<file path="src/cra_pkg.sv">
package cra_pkg;

    localparam int unsigned FRAME_WIDTH_DEF  = 640;
    localparam int unsigned FRAME_HEIGHT_DEF = 480;

    // signed width for clip and rectangle geometry (12-bit inputs plus carry)
    localparam int unsigned CW = 13;

    localparam logic [9:0] CLIP_LEFT_RST   = 10'd0;
    localparam logic [8:0] CLIP_TOP_RST    = 9'd0;
    localparam logic [9:0] CLIP_WIDTH_RST  = 10'd640;
    localparam logic [8:0] CLIP_HEIGHT_RST = 9'd480;

    localparam logic [1:0] REG_CLIP_LEFT   = 2'd0;
    localparam logic [1:0] REG_CLIP_TOP    = 2'd1;
    localparam logic [1:0] REG_CLIP_WIDTH  = 2'd2;
    localparam logic [1:0] REG_CLIP_HEIGHT = 2'd3;

    localparam logic CMD_FILL = 1'b0;
    localparam logic CMD_READ = 1'b1;

    localparam logic [7:0]  ALPHA_OPAQUE = 8'hFF;
    localparam logic [7:0]  ALPHA_CLEAR  = 8'h00;
    localparam logic [7:0]  CHAN_MAX     = 8'd255;
    localparam logic [17:0] ROUND_BIAS   = 18'd127;

    localparam logic [1:0] CH_BLUE  = 2'd0;
    localparam logic [1:0] CH_GREEN = 2'd1;
    localparam logic [1:0] CH_RED   = 2'd2;
    localparam logic [1:0] CH_LAST  = 2'd3;

    typedef enum logic [3:0] {
        S_CLEAR,
        S_IDLE,
        S_RADDR,
        S_RRD,
        S_CLIP,
        S_SETUP,
        S_PFULL,
        S_PRD,
        S_MIX,
        S_PWR,
        S_DONE
    } state_t;

endpackage

</file>
<file path="src/cra_mix.sv">
// Shared channel mixer: (s*a + d*(255-a) + 127) / 255.
// A register holds d*255 + (s-d)*a + 127; the divide by 255 works combinationally on it.
module cra_mix
    import cra_pkg::*;
(
    input  logic       clk,
    input  logic       en,
    input  logic [7:0] s,
    input  logic [7:0] d,
    input  logic [7:0] a,
    output logic [7:0] q
);

    logic signed [8:0]  diff;
    logic signed [17:0] prod;
    logic signed [17:0] base;
    logic signed [17:0] sum_next;
    logic [15:0]        sum_reg;
    logic [16:0]        quot;

    assign diff     = $signed({1'b0, s}) - $signed({1'b0, d});
    assign prod     = diff * $signed({1'b0, a});
    assign base     = $signed({2'b00, d, 8'h00}) - $signed({10'h000, d}) + $signed(ROUND_BIAS);
    assign sum_next = base + prod;

    always_ff @(posedge clk)
    begin
        if (en)
        begin
            sum_reg <= sum_next[15:0];
        end
    end

    // exact floor(v/255) for v below 256*255
    assign quot = {1'b0, sum_reg} + {9'h000, sum_reg[15:8]} + 17'd1;
    assign q    = quot[15:8];

endmodule

</file>
<file path="config.mk">
export PLATFORM = sky130hd
export DESIGN_NAME = cra_mix
export DESIGN_NICKNAME = d
export VERILOG_FILES = /design/src/cra_pkg.sv /design/src/cra_mix.sv
export SDC_FILE = /design/constraint.sdc
export NUM_CORES = 1
export LEC_CHECK = 0
export BUFFER_PORTS_ARGS = -buffer_cell sky130_fd_sc_hd__clkbuf_2
export CAP_MARGIN = 0
export CORE_AREA = 2 2 109 79
export DETAILED_ROUTE_END_ITERATION = 16
export DIE_AREA = 0 0 111 81
export HOLD_SLACK_MARGIN = 0.1
export MAX_ROUTING_LAYER = met4
export PLACE_DENSITY = 0.84
export SLEW_MARGIN = 40
export SYNTH_ARGS = -nofsm -noshare
export SYNTH_HDL_FRONTEND = slang
export SYNTH_SLANG_ARGS = --single-unit
</file>
<file path="constraint.sdc">
create_clock -name clk -period 7.38 [get_ports clk]
set_input_delay 1.476 -clock clk [delete_from_list [all_inputs] [get_ports clk]]
set_output_delay 1.476 -clock clk [all_outputs]
set_load 0.01 [all_outputs]
</file>
==> metrics.txt <==
status=finished, final reports clean; count of buffers inserted at the top-level ports=33; final number of max-transition violations=0; total area of sequential cells=480 um^2; endpoint arrival time on the critical path=around 7 ns; Avg Inst Size Synth=9.18 um^2; met2 track demand over resource=between 40% and 50%; type of element launching the critical path=input port; met1 track utilization from global routing=32.2%; flop and latch count out of synthesis=16; sequential share of the synthesized area=between 10% and 20%; area of the core region=around 0.0081 mm^2; final antenna-violating net count=0; ys flop type=sky130_fd_sc_hd__edfxtp_1; detailed-route wire length per cell=14.9 um; number of rows in the core area=28; violation count after the first detailed-route iteration=about 170; PnR worst setup slack=approximately 0.29 ns; total number of vias=approximately 3400; TritonCTS sink count=16; Slew Limit Headroom=a little under three fifths; router iterations before antenna repair=4; detail-routed via count per cell=5.27; Syn Std Cell Area=~0.0044 mm^2; Warnings, synthesis=0; most common cell after layout, fill and taps aside=sky130_fd_sc_hd__inv_1; setup slack at placement=-0.0247 ns; Clock Tree Root=sky130_fd_sc_hd__clkbuf_16; maximum clock path buffer count=2; maximum number of pins on one net before global-route repair=17; antenna violations before repair=0; post-synth cell types=40; min Tclk post-route=approximately 7 ns; category of the most critical setup path=input port to flip-flop; number of gates resized after cts=0; synthesis-to-finish area growth=13.6%; effective utilization at floorplan=a little over half; number of hold buffers added after CTS=0; Required @ worst endpoint=about 7.4 ns; post-route DRC violation count=0; sum of overflow across all layers after global routing=0; CTS buffer count=3; number of levels the H-tree was split into=1; die area=roughly 0.009 mm^2; crit path capture type=flip-flop; final setup violation count=0; routability-driven placement congestion ratio=approximately 0.94; total wire length after detailed routing=9670 um; max reg flops=16; Max FO, Critical Path=3; met3 layer usage reported by global route=approximately 3.9%; number of nets in the synthesized netlist=around 640; Final Net Count=between 700 and 800; width of the die=~110 um; clock transition at the registers of the reported paths=0.05 ns; number of enable-type register cells in the synthesized netlist=16; achievable frequency=between 100 and 150 MHz; HPWL Detailed=between 8000 and 9000 um; total area of multi-input combinational cells=between 0.003 and 0.004 mm^2; wire length of the first global-routing pass=approximately 17000 um; path class of the lowest-slack min-delay path=input port to flip-flop; highest-count cells in the layout ignoring fill and taps=sky130_fd_sc_hd__inv_1, sky130_fd_sc_hd__fa_1, sky130_fd_sc_hd__ha_1, sky130_fd_sc_hd__nand2_1, sky130_fd_sc_hd__clkbuf_2; Worst Tran Pin Value=between 0.6 and 0.7 ns; setup fix buffers added after clock tree synthesis=0; io pins=34; ratio of cells with drive above 1 in the final layout=about 14%; Die Height=between 80 and 90 um; Cells after Synth=a little under 500; overall fraction of global-route tracks in use=24.5%; layer with the highest usage=met2; post-synthesis async set-or-reset flop share=0%; via count of the first global-routing pass=around 3800; Antenna Cells=0; hold violation count in the final report=0; CTS tree=yes; max-cap viol count=0; Filler Cells Inserted=650; final clock period utilization by the worst path=between 90% and 100%
-- worst max-delay path, stage by stage --
cell and delay [ns]:
sky130_fd_sc_hd__clkbuf_2 0.08, sky130_fd_sc_hd__inv_1 0.05, sky130_fd_sc_hd__ha_1 0.21, sky130_fd_sc_hd__fa_1 0.41, sky130_fd_sc_hd__nor2b_2 0.17, sky130_fd_sc_hd__o31a_1 0.27, sky130_fd_sc_hd__o21ai_0 0.10, sky130_fd_sc_hd__nor3b_1 0.14
sky130_fd_sc_hd__nor2_1 0.16, sky130_fd_sc_hd__nand2_1 0.10, sky130_fd_sc_hd__fa_1 0.51, sky130_fd_sc_hd__inv_1 0.06, sky130_fd_sc_hd__fa_1 0.52, sky130_fd_sc_hd__fa_1 0.44, sky130_fd_sc_hd__fa_1 0.55, sky130_fd_sc_hd__inv_1 0.06
sky130_fd_sc_hd__fa_1 0.56, sky130_fd_sc_hd__inv_1 0.05, sky130_fd_sc_hd__ha_1 0.33, sky130_fd_sc_hd__a21o_1 0.17, sky130_fd_sc_hd__a21oi_1 0.17, sky130_fd_sc_hd__o31ai_2 0.13, sky130_fd_sc_hd__a311oi_2 0.30, sky130_fd_sc_hd__xnor2_1 0.09
-- layer usage --
metal / up-vias / wire length (um)
li1: 1628 / -
met1: 1675 / 4070
met2: 119 / 4670
met3: 12 / 815
met4: 0 / 108
met5: - / 0
-- cells in the mapped netlist, types with 2 or more instances --
| cell | n | area, um^2 |
|---|---|---|
| sky130_fd_sc_hd__a211oi_1 | 2 | 15.0 |
| sky130_fd_sc_hd__a21boi_0 | 2 | 15.0 |
| sky130_fd_sc_hd__a21o_1 | 7 | 52.6 |
| sky130_fd_sc_hd__a21oi_1 | 14 | 70.1 |
| sky130_fd_sc_hd__a31oi_1 | 2 | 12.5 |
| sky130_fd_sc_hd__and2_1 | 17 | 106 |
| sky130_fd_sc_hd__clkbuf_1 | 6 | 22.5 |
| sky130_fd_sc_hd__edfxtp_1 | 16 | 480 |
| sky130_fd_sc_hd__fa_1 | 77 | 1540 |
| sky130_fd_sc_hd__ha_1 | 51 | 638 |
| sky130_fd_sc_hd__inv_1 | 125 | 469 |
| sky130_fd_sc_hd__nand2_1 | 48 | 180 |
| sky130_fd_sc_hd__nand2b_1 | 8 | 50.1 |
| sky130_fd_sc_hd__nand3_1 | 2 | 10.0 |
| sky130_fd_sc_hd__nand4_1 | 3 | 18.8 |
| sky130_fd_sc_hd__nor2_1 | 16 | 60.1 |
| sky130_fd_sc_hd__nor2b_1 | 11 | 68.8 |
| sky130_fd_sc_hd__nor4_1 | 2 | 12.5 |
| sky130_fd_sc_hd__o2111ai_1 | 2 | 17.5 |
| sky130_fd_sc_hd__o211ai_1 | 2 | 15.0 |
| sky130_fd_sc_hd__o21a_1 | 7 | 52.6 |
| sky130_fd_sc_hd__o21ai_0 | 10 | 50.1 |
| sky130_fd_sc_hd__o31a_1 | 2 | 17.5 |
| sky130_fd_sc_hd__o31ai_1 | 3 | 22.5 |
| sky130_fd_sc_hd__or3_1 | 4 | 25.0 |
| sky130_fd_sc_hd__xnor2_1 | 28 | 245 |
| sky130_fd_sc_hd__xor2_1 | 4 | 35.0 |
-- cell type report --
type,instances,share of cell area (%)
multi-input cells,337,69.1
well taps,105,2.60
repair buffers,64,7.88
clock inverters,1,0.0743
inverters,125,9.29
clock buffers,3,1.49
flip-flops and latches,16,9.52
-- metrics by stage --
| stage | area (um^2) | TNS, ns | util [%] | cells | hold slack [ns] |
|---|---|---|---|---|---|
| after floorplan | 4440 | 0 | - | 484 | 1.59 |
| after global placement | 4950 | 0 | 61.2 | 647 | 1.98 |
| after detailed placement | 4950 | -0.0247 | 61.2 | 647 | 2.00 |
| after CTS | 5030 | 0 | 62.2 | 651 | 1.75 |
| after global routing | 5050 | -0.0145 | 62.4 | 651 | 1.77 |
| final | 5050 | 0 | 62.4 | 651 | 1.74 |
-- cell families after synthesis --
family          Yosys count  synth area share, %
compound gates           62                 10.1
xor+xnor                 32                 6.31
fa+ha+maj               128                 49.0
buf+inv                 131                 11.1
flops                    16                 10.8
simple gates            115                 12.6
-- final timing paths --
| path | depth (start not counted) | slack (ns) | endpoint | from |
|---|---|---|---|---|
| worst max-delay path | 24 | 0.29 | sum_reg[15] | s[0] |
| worst min-delay path | 1 | 1.74 | sum_reg[2] | en |
Power is not shown: default switching activity piles up to over one toggle a cycle in this logic, so the estimate is an artifact.
